**src/rtl/core/jeo_pkg.sv**
```systemverilog
// ----------------------------------------------------------------------------
// jeo_pkg
// shared constants, types and helpers of the josephus elimination order block
// ----------------------------------------------------------------------------
`timescale 1ns / 1ps

package jeo_pkg;

  localparam int unsigned MaxChildren = 64;
  localparam int unsigned SlotW  = (MaxChildren > 1) ? $clog2(MaxChildren) : 1;
  localparam int unsigned CountW = $clog2(MaxChildren + 1);
  localparam int unsigned SizeW  = 7;
  localparam int unsigned StepW  = 32;
  localparam int unsigned DivCntW = $clog2(StepW);

  typedef logic [SlotW-1:0]  slot_t;
  typedef logic [CountW-1:0] count_t;

  typedef enum logic [2:0] {
    StIdle,
    StInit,
    StDiv,
    StWalk,
    StRemove
  } jeo_state_e;

  // next slot around a circle of size members
  function automatic slot_t next_slot(input slot_t pos, input count_t size);
    logic [CountW:0] inc;
    inc = {1'b0, CountW'(pos)} + 1'b1;
    if (inc >= {1'b0, size}) begin
      next_slot = '0;
    end else begin
      next_slot = SlotW'(inc);
    end
  endfunction

endpackage

```
**src/rtl/core/josephus_elimination_order.sv**
```systemverilog
// ----------------------------------------------------------------------------
// josephus_elimination_order
// sequence: the alive memory is filled first, then per removal a bit-serial remainder,
//   a slot walk and a write-back happen before the word is offered
// runs: a new run is taken only while idle, after the last removal is written back;
//   the bit-serial remainder and the one-slot-a-cycle alive memory walk set the run length
// reset: control and output valid clear; the alive memory is refilled per run
// ----------------------------------------------------------------------------
`timescale 1ns / 1ps

module josephus_elimination_order (
  input  logic                          clk_i,
  input  logic                          rst_ni,
  input  logic                          in_valid_i,
  output logic                          in_ready_o,
  input  logic [jeo_pkg::SizeW-1:0]     circle_size_i,
  input  logic [jeo_pkg::StepW-1:0]     step_size_i,
  output logic                          out_valid_o,
  input  logic                          out_ready_i,
  output logic [jeo_pkg::SizeW-1:0]     removed_position_o,
  output logic                          run_done_o
);
  import jeo_pkg::*;

  jeo_state_e state_q, state_d;

  count_t             size_q, size_d;
  count_t             left_q, left_d;
  slot_t              cur_q, cur_d;
  slot_t              init_q, init_d;
  logic [StepW-1:0]   skip_q, skip_d;
  logic [StepW-1:0]   shift_q, shift_d;
  logic [DivCntW-1:0] div_cnt_q, div_cnt_d;
  count_t             rem_q, rem_d;
  slot_t              rd_addr_q, rd_addr_d;
  slot_t              chk_addr_q, chk_addr_d;
  logic               chk_vld_q, chk_vld_d;
  slot_t              cnt_q, cnt_d;
  slot_t              pos_q, pos_d;

  logic               out_valid_q, out_valid_d;
  logic [SizeW-1:0]   out_pos_q, out_pos_d;
  logic               out_done_q, out_done_d;

  logic               mem_we;
  slot_t              mem_waddr;
  logic               mem_wdata;
  logic               rdata_q;
  logic               alive_mem [MaxChildren];

  logic               in_acc;
  logic               load_out;
  logic               found;
  count_t             size_sat;
  logic [CountW:0]    trial;
  logic [CountW:0]    init_inc;

  assign in_ready_o = (state_q == StIdle);
  assign in_acc     = in_valid_i && in_ready_o;
  assign load_out   = (state_q == StRemove) && (!out_valid_q || out_ready_i);
  assign found      = chk_vld_q && rdata_q && (CountW'(cnt_q) == rem_q);

  assign size_sat = (circle_size_i > SizeW'(MaxChildren)) ? CountW'(MaxChildren)
                                                          : CountW'(circle_size_i);
  assign trial    = {rem_q, shift_q[StepW-1]};
  assign init_inc = {1'b0, CountW'(init_q)} + 1'b1;

  always_comb begin
    state_d     = state_q;
    size_d      = size_q;
    left_d      = left_q;
    cur_d       = cur_q;
    init_d      = init_q;
    skip_d      = skip_q;
    shift_d     = shift_q;
    div_cnt_d   = div_cnt_q;
    rem_d       = rem_q;
    rd_addr_d   = rd_addr_q;
    chk_addr_d  = chk_addr_q;
    chk_vld_d   = 1'b0;
    cnt_d       = cnt_q;
    pos_d       = pos_q;
    out_pos_d   = out_pos_q;
    out_done_d  = out_done_q;
    out_valid_d = out_valid_q && !out_ready_i;
    mem_we      = 1'b0;
    mem_waddr   = init_q;
    mem_wdata   = 1'b1;

    case (state_q)
      StIdle: begin
        if (in_acc && (size_sat != '0)) begin
          size_d  = size_sat;
          left_d  = size_sat;
          cur_d   = '0;
          init_d  = '0;
          skip_d  = step_size_i - 1'b1;
          state_d = StInit;
        end
      end
      StInit: begin
        mem_we = 1'b1;
        init_d = SlotW'(init_inc);
        if (init_inc == {1'b0, size_q}) begin
          shift_d   = skip_q;
          rem_d     = '0;
          div_cnt_d = '0;
          state_d   = StDiv;
        end
      end
      StDiv: begin
        // restoring remainder, one dividend bit a cycle
        if (trial >= {1'b0, left_q}) begin
          rem_d = CountW'(trial - {1'b0, left_q});
        end else begin
          rem_d = CountW'(trial);
        end
        shift_d   = shift_q << 1;
        div_cnt_d = div_cnt_q + 1'b1;
        if (div_cnt_q == DivCntW'(StepW - 1)) begin
          rd_addr_d = cur_q;
          cnt_d     = '0;
          state_d   = StWalk;
        end
      end
      StWalk: begin
        // reads issue every cycle, the flag of chk_addr returns in the next cycle
        rd_addr_d  = next_slot(rd_addr_q, size_q);
        chk_addr_d = rd_addr_q;
        chk_vld_d  = 1'b1;
        if (found) begin
          pos_d     = chk_addr_q;
          chk_vld_d = 1'b0;
          state_d   = StRemove;
        end else if (chk_vld_q && rdata_q) begin
          cnt_d = cnt_q + 1'b1;
        end
      end
      StRemove: begin
        if (load_out) begin
          mem_we      = 1'b1;
          mem_waddr   = pos_q;
          mem_wdata   = 1'b0;
          out_valid_d = 1'b1;
          out_pos_d   = SizeW'(pos_q) + 1'b1;
          out_done_d  = (left_q == CountW'(1));
          left_d      = left_q - 1'b1;
          cur_d       = next_slot(pos_q, size_q);
          if (left_q == CountW'(1)) begin
            state_d = StIdle;
          end else begin
            shift_d   = skip_q;
            rem_d     = '0;
            div_cnt_d = '0;
            state_d   = StDiv;
          end
        end
      end
      default: begin
        state_d = StIdle;
      end
    endcase
  end

  always_ff @(posedge clk_i or negedge rst_ni) begin
    if (!rst_ni) begin
      state_q     <= StIdle;
      out_valid_q <= 1'b0;
      left_q      <= '0;
      cur_q       <= '0;
      chk_vld_q   <= 1'b0;
    end else begin
      state_q     <= state_d;
      out_valid_q <= out_valid_d;
      left_q      <= left_d;
      cur_q       <= cur_d;
      chk_vld_q   <= chk_vld_d;
    end
  end

  always_ff @(posedge clk_i) begin
    size_q     <= size_d;
    init_q     <= init_d;
    skip_q     <= skip_d;
    shift_q    <= shift_d;
    div_cnt_q  <= div_cnt_d;
    rem_q      <= rem_d;
    rd_addr_q  <= rd_addr_d;
    chk_addr_q <= chk_addr_d;
    cnt_q      <= cnt_d;
    pos_q      <= pos_d;
    out_pos_q  <= out_pos_d;
    out_done_q <= out_done_d;
  end

  // alive flags, registered read
  always_ff @(posedge clk_i) begin
    if (mem_we) begin
      alive_mem[mem_waddr] <= mem_wdata;
    end
    rdata_q <= alive_mem[rd_addr_q];
  end

  assign out_valid_o        = out_valid_q;
  assign removed_position_o = out_pos_q;
  assign run_done_o         = out_done_q;

  a_walk_has_members: assert property (@(posedge clk_i) disable iff (!rst_ni)
    (state_q == StWalk) |-> (left_q != '0))
    else $error("walk with empty circle");

  a_walk_count_bounded: assert property (@(posedge clk_i) disable iff (!rst_ni)
    (state_q == StWalk) |-> (CountW'(cnt_q) <= rem_q))
    else $error("walk passed the target member");

  a_rem_below_left: assert property (@(posedge clk_i) disable iff (!rst_ni)
    load_out |-> (rem_q < left_q))
    else $error("remainder not below members left");

  a_run_starts_fill: assert property (@(posedge clk_i) disable iff (!rst_ni)
    (in_acc && (circle_size_i != '0)) |=> (state_q == StInit))
    else $error("run did not start fill");

endmodule

```
**config.mk**
```make
export PLATFORM = sky130hd
export DESIGN_NAME = josephus_elimination_order
export DESIGN_NICKNAME = d
export VERILOG_FILES = /design/src/rtl/core/jeo_pkg.sv /design/src/rtl/core/josephus_elimination_order.sv
export SDC_FILE = /design/constraint.sdc
export NUM_CORES = 1
export LEC_CHECK = 0
export ABC_AREA = 0
export BUFFER_PORTS_ARGS = -buffer_cell sky130_fd_sc_hd__buf_2
export CORE_MARGIN = 2
export CORE_UTILIZATION = 60
export DETAILED_ROUTE_END_ITERATION = 8
export PLACE_DENSITY = 0.78
export REMOVE_ABC_BUFFERS = 1
export SLEW_MARGIN = 20
export SYNTH_ARGS = -nofsm -noshare
export SYNTH_HDL_FRONTEND = slang
export SYNTH_SLANG_ARGS = --single-unit
```
**constraint.sdc**
```tcl
create_clock -name clk_i -period 15.1 [get_ports clk_i]
set_clock_uncertainty 0.15 [all_clocks]
set_input_delay 1.51 -clock clk_i [delete_from_list [all_inputs] [get_ports clk_i]]
set_output_delay 1.51 -clock clk_i [all_outputs]
set_load 0.005 [all_outputs]
```
== Word-level counts from Yosys, hierarchy flattened ==
Memories as Yosys holds them, arrays and structs flattened. A register that Yosys moved wholly into a read port is not among the register bits.
Index checks and enable logic that the tools add are counted.

* $add $sub $neg: 9
* Multipliers: 0
* Div/mod/pow operators: 0
* $lt $le $gt $ge: 4
* Eq/ne operators: 16
* Shifts and indexed selects: 0
* Mux-type cells: 48
* Bitwise operators: 0
* Reduce and logical (&&, ||, !) cells: 24

{| class="wikitable"
|+ Operators by type and width
! cell !! count
|-
| 32-bit two-way mux || 3
|-
| 32-bit one-hot mux with 3 select lines || 1
|-
| 6-bit two-way mux || 10
|-
| 7-bit two-way mux || 7
|-
| 6-bit one-hot mux with 2 select lines || 4
|-
| 32-bit by 1-bit subtractor with 32-bit output (second input constant) || 1
|-
| 6-bit by 1-bit adder with 7-bit output (second input constant) || 4
|-
| 7-bit one-hot mux with 3 select lines || 1
|-
| 3-bit two-way mux || 5
|-
| 5-bit two-way mux || 3
|-
| 3-bit one-hot mux with 5 select lines || 1
|-
| 5-bit one-hot mux with 3 select lines || 1
|-
| 7-bit >= comparator || 2
|-
| 2-bit != test (second input constant) || 7
|-
| 7-bit one-hot mux with 2 select lines || 1
|-
| 2-bit AND reduction || 5
|-
| 1-bit two-way mux || 9
|-
| 8-bit by 7-bit >= comparator with 1-bit output || 1
|-
| 4-bit AND reduction || 2
|-
| 6-bit by 7-bit equality test with 1-bit output || 1
|-
| 7-bit by 1-bit equality test with 1-bit output (second input constant) || 1
|-
| 7-bit equality test || 1
|-
| 7-bit greater-than comparator (second input constant) || 1
|-
| 7-bit nonzero test || 1
|-
| 19 further kinds || 28
|}

* Register bits: 139
* Latch bits: 0
* Bits in writable memories: 64
* ROM bits: 0
* Input port bits: 43
* Word-level logic and storage cells: 119
* Memories kept: 1

{| class="wikitable"
|+ Memories
! memory !! depth !! bits a word !! read ports !! clocked after memory_dff !! write ports !! RTL line !! RTL
|-
| alive_mem || 64 || 1 || 1 || 1 || 1 || josephus_elimination_order.sv:49 || <nowiki>logic alive_mem [MaxChildren];</nowiki>
|}

== Longest topological paths before layout ==
Gate-level depths: netlist (run 1).

* Depth in word-level cells: 7
* Depth in mapped cells: 10
* Gate-level depth less buffers: 9

== Worst setup path after synthesis (run 1) ==
No wires, ideal clock.

* Path kind: input to register
* Start point: input port circle_size_i[5] in the netlist's numbering
* End point: register cur_q[0]
* Library setup time: 134 ps
* Arrival: 6793 ps
* Data required time: 14816 ps
* Path slack: 8023 ps
* Cell stages on the path: 7
* Path buffers: 1
* Cells stage by stage: or4_1 o41ai_1 nor4_1 nor2_1 buf_2 nand2_1 o21ai_0

* Longest elaborated chain between the ends: 6

{| class="wikitable"
|+ Ends and longest elaborated chain
! element !! RTL line !! RTL
|-
| from (decl) || josephus_elimination_order.sv:16 || <nowiki>input logic [jeo_pkg::SizeW-1:0] circle_size_i,</nowiki>
|-
| 7-bit greater-than comparator || josephus_elimination_order.sv:63 || <nowiki>assign size_sat = (circle_size_i > SizeW'(MaxChildren)) ? CountW'(MaxChildren)</nowiki>
|-
| 7-bit two-way mux * || josephus_elimination_order.sv:63 ||
|-
| 7-bit nonzero test * || josephus_elimination_order.sv:92 || <nowiki>if (in_acc && (size_sat != '0)) begin</nowiki>
|-
| 1-bit logical AND * || josephus_elimination_order.sv:92 ||
|-
| 2-bit by 1-bit != test with 1-bit output (no source line) * || n/a ||
|-
| 3-bit AND reduction (no source line) * || n/a ||
|-
| to (signal assigned) || josephus_elimination_order.sv:176 || <nowiki>cur_q <= cur_d;</nowiki>
|-
| to (decl) || josephus_elimination_order.sv:29 || <nowiki>slot_t cur_q, cur_d;</nowiki>
|}

Every way passes the cells marked *; elsewhere a longest branch is shown, timed or not.
A chain may end at the register's enable or synchronous reset.

== Worst setup path in the final report (run 1) ==
* Start point: input port out_ready_i
* End point: memory alive_mem[34] (enable)

* Longest elaborated chain between the ends: 6
* Elaborated cells between the ends (all ways): 8
* Classes of those cells: mux: 6; reduce/logical: 2

{| class="wikitable"
|+ Ends and longest elaborated chain
! element !! RTL line !! RTL
|-
| from (decl) || josephus_elimination_order.sv:19 || <nowiki>input logic out_ready_i,</nowiki>
|-
| 1-bit logical OR * || josephus_elimination_order.sv:60 || <nowiki>assign load_out = (state_q == StRemove) && (!out_valid_q || out_ready_i);</nowiki>
|-
| 1-bit logical AND * || josephus_elimination_order.sv:60 ||
|-
| 1-bit two-way mux || josephus_elimination_order.sv:140 || <nowiki>if (load_out) begin</nowiki>
|-
| 1-bit one-hot mux with 2 select lines || josephus_elimination_order.sv:90 || <nowiki>case (state_q)</nowiki>
|-
| 1-bit two-way mux || josephus_elimination_order.sv:198 || <nowiki>if (mem_we) begin</nowiki>
|-
| 1-bit two-way mux (not written as such) || josephus_elimination_order.sv:199 || <nowiki>alive_mem[mem_waddr] <= mem_wdata;</nowiki>
|-
| to (decl) || josephus_elimination_order.sv:49 ||
|}

Marks and branches as above.

==> run summary, run 1 <==
Core Footprint - 0.0165 mm2
Most Frequent Cell on Critical Path - buf_4
Crit path cell chain - buf_2, nand2b_1, nand2_2, buf_4, inv_1, buf_4, mux2i_1, o21ai_1, nor2_1
Synth Flop Type - edfxtp_1
RSZ-0062 raised after global routing - false
Final #Nets - 990
Final Max Tran Viols - 0
Diode count - 0
H-Tree Depth - 1
YS warnings - 0
WHS Path Cells - 0
Hold path startpoint - chk_addr_q[2]
GRT overflow - 0
Reg-to-Reg Start - rd_addr_q[1]
Worst-case clock buffer depth - 3
Num ports - 53
First-pass GRT wire length - 31.8 mm
Layout overhead on the synthesized area - 11.4%
R2r worst-path depth - 8
Post-CTS setup buffer count - 0
Slowest cell on crit path - buf_4
DRC errors left - 0
Share of layout cells above drive strength 1 - 13.2%
Worst Path Max Fanout - 84
Die Ht - 133 um
WL/cell - 16.8 um
Crit path launch type - primary input
Met3 Wirelength - 1.03 mm
Largest net degree at the start of global routing - 85
CP bufs+invs - 4
FP Rows - 47
Crit path largest cell delay - 0.55 ns
Commonest non-fill, non-tap cells in the layout - edfxtp_1, nand2_1, nor2_1, buf_2, o21ai_0
CP delay by family, top - buffers and inverters
CTS buffer count - 21
Routed Antenna Nets - 0
PortBufs - 52
Total of cells resized after clock tree synthesis - 0
DPL Wire Length - 12.9 mm
Most common cell after layout, fill and taps aside - edfxtp_1
Initial Utilization - 61.1%
Clock latency on the worst-skew pair - 0.50 ns
Hold Path End - pos_q[2]
Synthesis-stage register bit count - 204
Clk slew on worst S/H paths - 0.06 ns
Met2 WL - 9.48 mm
Fin Setup TNS - 0 ns
DIE WIDTH - 133 um
Design Power - 1.66 mW
Initial DRT Pass Iterations - 5
Sink Count - 204
Required @ worst endpoint - 15.15 ns
Post-synthesis async set-or-reset flop share - 8.82%
Antenna violations before repair - 0
EDFF count, synth - 185
Post-Syn Instances - 864
Hold_buf cts - 0
Die area - 0.0178 mm2
Top sig layer - met4
Worst R2R Setup Slack - 11.81 ns
Drt via density - 5.76
Slew Limit Headroom - 31.3%
Via count - 6624
CTS Root Cell - clkbuf_16
Period utilisation layout - 24.2%
Arrival @ worst endpoint - 3.71 ns
Setup CP Type - primary input to flip-flop
Worst min path class - flip-flop to flip-flop
Crit path depth - 9
Global-route usage over all layers - 22.3%
Tightest Pin Transition - 1.03 ns
Peak supply drop - 92.4 uV
Iteration-0 DRC Markers - 593
Power Dens Cells - 148 mW/mm2
Crit. End Element - flip-flop
Post-layout minimum cycle time - 3.66 ns
Lkg Pwr - 4.22 nW
Final hold violation count - 0
Number of distinct library cells after synthesis - 58
Status - complete, no violations
TritonCTS clock tree - done
Fmax - 0.273 GHz
Number of global-route vias before repair - 6272
Post-Syn Area - 0.0101 mm2
Mapped Avg Cell Area - 11.6 um2
Sequential cell area fraction in the yosys report - 59.9%
Placer Congestion - 0.922
Setup violators final - 0
Met1 Wirelength - 8.37 mm
Max-cap violation count - 0
WL final - 19.3 mm
FF-to-FF End - rd_addr_q[1]
## cells in the mapped netlist (all sizes together) (7+ instances only)
master | count | share of area (%)
edfxtp | 185 | 55
a21oi | 14 | 0.70
nor2 | 106 | 4.0
mux4 | 18 | 4.0
nor2b | 9 | 0.56
xnor2 | 28 | 2.4
xor2 | 26 | 2.3
nor4 | 8 | 0.65
dfrtp | 18 | 4.5
nand2 | 161 | 6.0
clkbuf | 25 | 0.93
mux2i | 7 | 0.70
nand3 | 26 | 1.3
nor3 | 15 | 0.75
or3 | 8 | 0.60
ha | 31 | 3.9
inv | 30 | 1.1
and3 | 11 | 0.68
o211ai | 7 | 0.52
o21a | 8 | 0.60
nand2b | 10 | 0.70
o21ai | 36 | 1.8
## layout make-up
type	instances	area (um2)
clock buffers	28	593
clock inverters	10	78.8
fillers	1213	5260
inverters	30	113
multi-input cells	600	3810
flip-flops and latches	204	6030
well taps	220	275
repair buffers	58	305
## kinds of logic (layout without fill, tap and decap cells)
| family | Yosys count | in the layout | share of synthesized area, % |
|---|---|---|---|
| AND/OR/NAND/NOR | 385 | 385 | 17.5 |
| flip-flops | 204 | 204 | 59.9 |
| XOR/XNOR | 55 | 55 | 4.93 |
| AO/OA/AOI/OAI | 102 | 102 | 6.41 |
| multiplexers | 26 | 26 | 4.84 |
| buffers and inverters | 60 | 126 | 2.28 |
| adder cells (fa/ha/maj) | 32 | 32 | 4.06 |
## metal layers
metal | vias up | global-route usage, %
li1 | 3208 | -
met1 | 3181 | 31.5
met2 | 200 | 36.6
met3 | 35 | 3.50
met4 | 0 | 6.32
met5 | - | 0
## worst reg2reg max path, cell delays in order (launching register included)
cell	delay, ns
edfxtp_1	0.94
and3_1	0.28
nand3_1	0.09
xnor2_1	0.27
ha_1	0.30
a21o_1	0.18
a211oi_1	0.49
o21ai_0	0.24
o21ai_0	0.19
## registers in the layout, indices dropped and copies added (netlist names), 3 cells and up
register	count
cur_q	6
cnt_q	6
pos_q	6
init_q	6
removed_position_o	7
size_q	7
alive_mem	64
left_q	7
state_q	3
chk_addr_q	6
shift_q	32
rem_q	7
rd_addr_q	6
div_cnt_q	5
skip_q	32
## power by group
| group | internal, mW | total, mW | leakage (nW) | switching, mW |
|---|---|---|---|---|
| clock | 0.293 | 0.499 | 0.323 | 0.205 |
| sequential | 0.701 | 0.762 | 1.95 | 0.0614 |
| combinational | 0.150 | 0.394 | 1.95 | 0.245 |
| total | 1.14 | 1.66 | 4.22 | 0.512 |
## worst max path at each step
| stage | from | to |
|---|---|---|
| 2_1_floorplan | circle_size_i[5] | left_q[1] |
| 3_3_place_gp | circle_size_i[3] | left_q[6] |
| 3_5_place_dp | circle_size_i[3] | left_q[6] |
| 4_1_cts | circle_size_i[3] | left_q[6] |
| 5_1_grt | out_ready_i | alive_mem[34] |
| 6_report | out_ready_i | alive_mem[34] |
## through the flow
stage	worst slack, ns	instances	area [um2]	util [%]	hold slack [ns]
final	11.44	1150	11200	68.0	0.266
after global routing	11.29	1150	11200	68.0	0.277
after CTS	11.39	1150	11200	68.0	0.265
after detailed placement	10.89	1112	10500	63.9	0.255
after global placement	10.95	1112	10500	63.9	0.252
after floorplan	7.51	834	9940	-	0.250
Power figures use the tool's default switching activity.
==> run 2, diff against run 1 <==
==> constraint.sdc (replaced) <==
create_clock -name clk_i -period 3.5 [get_ports clk_i]
set_clock_uncertainty 0.15 [all_clocks]
set_input_delay 0.35 -clock clk_i [delete_from_list [all_inputs] [get_ports clk_i]]
set_output_delay 0.35 -clock clk_i [all_outputs]
set_load 0.005 [all_outputs]
==> run 2 against run 1 <==
  * Die area is the same
  * Largest cell class unchanged
  * Core utilization grew 1.3 points
  * Non-clock buffer count grew 18
  * Routed wire length grew 4.4%
  * Via count grew 2.7%
  * Largest power group unchanged
==> run summary, run 2 (same netlist as run 1, synthesis figures left out) <==
Status - complete, no violations
Met1 Wirelength - 8.52 mm
Diode count - 0
Met3 Wirelength - 1.13 mm
Antenna violations before repair - 0
Placer Congestion - 0.877
Period utilisation layout - 85.4%
Crit path launch type - flip-flop
Post-CTS setup buffer count - 0
Global-route usage over all layers - 23.2%
Setup violators final - 0
Peak supply drop - 406 uV
Number of global-route vias before repair - 6673
Worst Path Max Fanout - 36
Clock latency on the worst-skew pair - 0.51 ns
FF-to-FF End - alive_mem[13]
TritonCTS clock tree - done
Top sig layer - met4
Biggest registers after layout - alive_mem: 64 flops, shift_q: 32 flops, skip_q: 32 flops
Power Dens Cells - 643 mW/mm2
RSZ-0062 raised after global routing - false
Met2 WL - 9.85 mm
Share of layout cells above drive strength 1 - 14.0%
WL final - 20.1 mm
Clk slew on worst S/H paths - 0.06 ns
Fillcell total - 1187
Required @ worst endpoint - 3.56 ns
Setup CP Type - flip-flop to flip-flop
CTS Root Cell - clkbuf_16
Post-layout minimum cycle time - 2.99 ns
Routed Antenna Nets - 0
Post-Place Worst Slack - 0.573 ns
Total of cells resized after clock tree synthesis - 0
Final core utilization - 69.3%
Worst setup endpoint - alive_mem[13]
Largest register FFs - 64
Reg-to-Reg Start - state_q[1]
DPL Wire Length - 13.7 mm
Final WS setup - 0.512 ns
Arrival @ worst endpoint - 3.05 ns
Fmax - 0.335 GHz
Max-cap violation count - 0
H-Tree Depth - 1
Worst-case clock buffer depth - 3
CTS buffer count - 22
PortBufs - 52
Largest Register - alive_mem
Initial Utilization - 61.1%
Hold Slack - 0.0254 ns
R2r worst-path depth - 8
Final hold violation count - 0
Drt via density - 5.82
Layout overhead on the synthesized area - 13.5%
Iteration-0 DRC Markers - 577
Worst min path class - primary input to flip-flop
Largest net degree at the start of global routing - 41
Most common cell after layout, fill and taps aside - edfxtp_1
DIE WIDTH - 133 um
Slew Limit Headroom - 29.0%
Via count - 6802
Final #Nets - 1009
GRT overflow - 0
FP Rows - 47
Lkg Pwr - 4.33 nW
WL/cell - 17.2 um
Die area - 0.0178 mm2
Worst R2R Setup Slack - 0.51 ns
Final Max Tran Viols - 0
Num ports - 53
First-pass GRT wire length - 32.8 mm
Core Footprint - 0.0165 mm2
Commonest non-fill, non-tap cells in the layout - edfxtp_1, nand2_1, nor2_1, buf_2, o21ai_0
Fin Setup TNS - 0 ns
Setup crit start - state_q[1]
Sink Count - 204
Initial DRT Pass Iterations - 5
Crit. End Element - flip-flop
Die Ht - 133 um
Tightest Pin Transition - 1.06 ns
DRC errors left - 0
## run 2: layer usage
layer	GRT usage [%]	vias to the layer above
li1	-	3244
met4	7.57	0
met2	39.2	255
met1	31.4	3251
met3	3.54	52
met5	0	-
## run 2: final cells by class
class                      count  area (um2)  area share [%]
multi-input combinational    600        3810            33.4
sequential                   204        6030            52.8
inverter                      30         113           0.987
tap                          220         275            2.41
clock inverter                 7        83.8           0.735
clock buffer                  32         629            5.52
timing repair buffer          76         473            4.15
## run 2: timing repair
item | CTS | global route
hold buffers | 8 | 0
hold endpoints to repair | 25 | 0
setup endpoints to repair | 0 | 0
## run 2: how the worst min path moves through the flow
stage	end	cells past startpoint	from
after floorplan	chk_vld_q	0	rst_ni
after global placement	cur_q[5]	1	rst_ni
after detailed placement	cur_q[5]	1	rst_ni
after CTS	skip_q[15]	2	step_size_i[15]
after global routing	skip_q[15]	2	step_size_i[15]
final	left_q[5]	3	circle_size_i[5]
## run 2: metrics by stage
stage | area (um2) | total power, mW | instances
2_1_floorplan | 9940 | 4.50 | 834
3_3_place_gp | 10600 | 5.01 | 1122
3_5_place_dp | 10600 | 5.05 | 1122
4_1_cts | 11400 | 7.35 | 1169
5_1_grt | 11400 | 7.68 | 1169
6_report | 11400 | 7.34 | 1169
## run 2: critical path: stages, from the launching register on
cell	delay, ns
dfrtp_1	0.60
nor3b_2	0.08
buf_4	0.17
nand2_2	0.44
inv_1	0.16
buf_4	0.25
o31ai_1	0.36
nand2_1	0.28
nor2_1	0.20
## run 2: power breakdown
group	total [mW]	internal (mW)	switching [mW]
clock network	2.28	1.39	0.891
registers	3.27	3.02	0.243
logic	1.79	0.672	1.12
total	7.34	5.09	2.25
==> run 3, diff against run 2 <==
--- a/config.mk
+++ b/config.mk
@@ -11,7 +11,6 @@
 export CORE_UTILIZATION = 60
 export DETAILED_ROUTE_END_ITERATION = 8
 export PLACE_DENSITY = 0.78
-export REMOVE_ABC_BUFFERS = 1
 export SLEW_MARGIN = 20
 export SYNTH_ARGS = -nofsm -noshare
 export SYNTH_HDL_FRONTEND = slang
==> run 3 against run 2 <==
  * Count of clock-buffer cells in the layout shrank 3
  * Combinational power is essentially flat
  * Final area grew 0.45%
  * Clock power grew 2%
==> run summary, run 3 (same netlist as run 1, synthesis figures left out) <==
Final hold violation count - 0
Iteration-0 DRC Markers - 390
Commonest non-fill, non-tap cells in the layout - edfxtp_1, nand2_1, nor2_1, buf_2, o21ai_0
Antenna violations before repair - 0
Num ports - 53
First-pass GRT wire length - 34.0 mm
Largest register FFs - 64
Core Footprint - 0.0165 mm2
Status - complete, no violations
Post-CTS setup buffer count - 0
Fin Setup TNS - 0 ns
Die area - 0.0178 mm2
DRC errors left - 0
Max-cap violation count - 0
Sink Count - 204
Crit path cell chain - nor3b_2, buf_4, nand2_2, o21ai_0, nand2_1, nor2_1
Most common cell after layout, fill and taps aside - edfxtp_1
Arrival @ worst endpoint - 3.14 ns
Biggest registers after layout - alive_mem: 64 flops, shift_q: 32 flops, skip_q: 32 flops
Final Max Tran Viols - 0
Synthesized Nets - 939
DPL Wire Length - 13.6 mm
Layout overhead on the synthesized area - 14.0%
Drt via density - 5.72
Crit. End Element - flip-flop
Worst Path Max Fanout - 36
Slowest cell on crit path - o21ai_0
Post-Place Worst Slack - 0.507 ns
Largest net degree at the start of global routing - 46
Required @ worst endpoint - 3.56 ns
H-Tree Depth - 1
Setup CP Type - flip-flop to flip-flop
Final WS setup - 0.419 ns
Period utilisation layout - 88.0%
RSZ-0062 raised after global routing - false
Routed Antenna Nets - 0
WL/cell - 17.4 um
CTS Root Cell - clkbuf_16
FP Rows - 47
Worst-case clock buffer depth - 3
Clk slew on worst S/H paths - 0.06 ns
Tightest Pin Transition - 0.846 ns
Diode count - 0
Sw Pwr - 2.28 mW
Clock latency on the worst-skew pair - 0.51 ns
GRT overflow - 0
Lkg Pwr - 4.34 nW
Hold_buf cts - 11
DIE WIDTH - 133 um
Sequential share of power - 44.2%
Largest Register - alive_mem
Setup violators final - 0
Via count - 6712
Power share of the clock group - 31.6%
Share of layout cells above drive strength 1 - 14.1%
Placer Congestion - 0.864
Fmax - 0.325 GHz
CTS buffer count - 22
Die Ht - 133 um
Global-route usage over all layers - 24.2%
Number of global-route vias before repair - 6732
Total of cells resized after clock tree synthesis - 0
Sw frac - 30.8%
Cell Count, Final, Fillers Out - 1173
Placed instance area - 0.0106 mm2
Initial DRT Pass Iterations - 5
TritonCTS clock tree - done
Placed instance count - 1122
Final #Nets - 1012
Pint - 5.11 mW
WL final - 20.4 mm
Comb pwr share - 24.2%
Peak supply drop - 434 uV
Power Dens Cells - 645 mW/mm2
Slew Limit Headroom - 42.9%
Crit path launch type - flip-flop
Initial Utilization - 61.1%
PortBufs - 52
Post-layout minimum cycle time - 3.08 ns
Worst min path class - primary input to flip-flop
Crit path largest cell delay - 0.71 ns
Final instance area - 0.0115 mm2
==> run 3: changes by cell type in the layout (fill, tap and decap cells not counted) <==
cell,delta
bufinv_16,+1
buf_12,-1
clkbuf_1,-1
clkinvlp_4,+2
buf_4,+1
clkinv_4,+2
dlygate4sd3_1,+3
clkbuf_8,-1
clkinv_1,+1
nor4_2,-1
nor4_4,+1
clkinv_2,-3
clkbuf_16,-1
clkinv_8,+1
==> run 3: per-stage QoR <==
stage,util (%),power [mW],hold slack [ns]
6_report,69.6,7.39,0.0162
3_3_place_gp,64.4,5.01,0.166
3_5_place_dp,64.4,5.05,0.168
2_1_floorplan,-,4.53,-0.0956
4_1_cts,69.6,7.42,0.00183
5_1_grt,69.6,7.77,0.0204
==> run 3: worst max-delay path: cells and delay by family (launching register included) <==
kind	cells	cell delay [ns]
AOI/OAI and AO/OA	1	0.71
buffers and inverters	1	0.18
DFF	1	0.54
and+or+nand+nor	4	1.19
==> run 3: area by class of cell <==
class,count,area (um2)
Tap cell,220,275
Clock inverter,11,151
Multi-Input combinational cell,600,3820
Sequential cell,204,6030
Clock buffer,29,587
Timing Repair Buffer,79,490
Inverter,30,113
Fill cell,1184,5010
==> run 3: path summary, 6_finish.rpt <==
check	start	cells after the start	endpoint	slack (ns)
worst min register to register	chk_addr_q[3]	0	pos_q[3]	0.27
min in group asynchronous	rst_ni	2	left_q[5]	0.18
worst max register to register	state_q[1]	6	alive_mem[29]	0.42
worst max-delay path	state_q[1]	6	alive_mem[29]	0.42
worst min-delay path	step_size_i[25]	2	skip_q[25]	0.02
max in group asynchronous	rst_ni	2	left_q[0]	2.71
==> run 3: power by group through the flow <==
stage          combinational (mW)  sequential [mW]  clock, mW
2_1_floorplan                1.36             3.17          0
3_3_place_gp                 1.72             3.29          0
3_5_place_dp                 1.75             3.30          0
4_1_cts                      1.79             3.26       2.37
5_1_grt                      2.01             3.29       2.46
6_report                     1.79             3.26       2.33
==> run 3: metal layers <==
metal | vias up | track usage (%) | wire length [um]
li1 | 3246 | - | -
met1 | 3201 | 31.3 | 8430
met2 | 222 | 42.2 | 10200
met3 | 43 | 3.39 | 1100
met4 | 0 | 8.16 | 650
met5 | - | 0 | 0
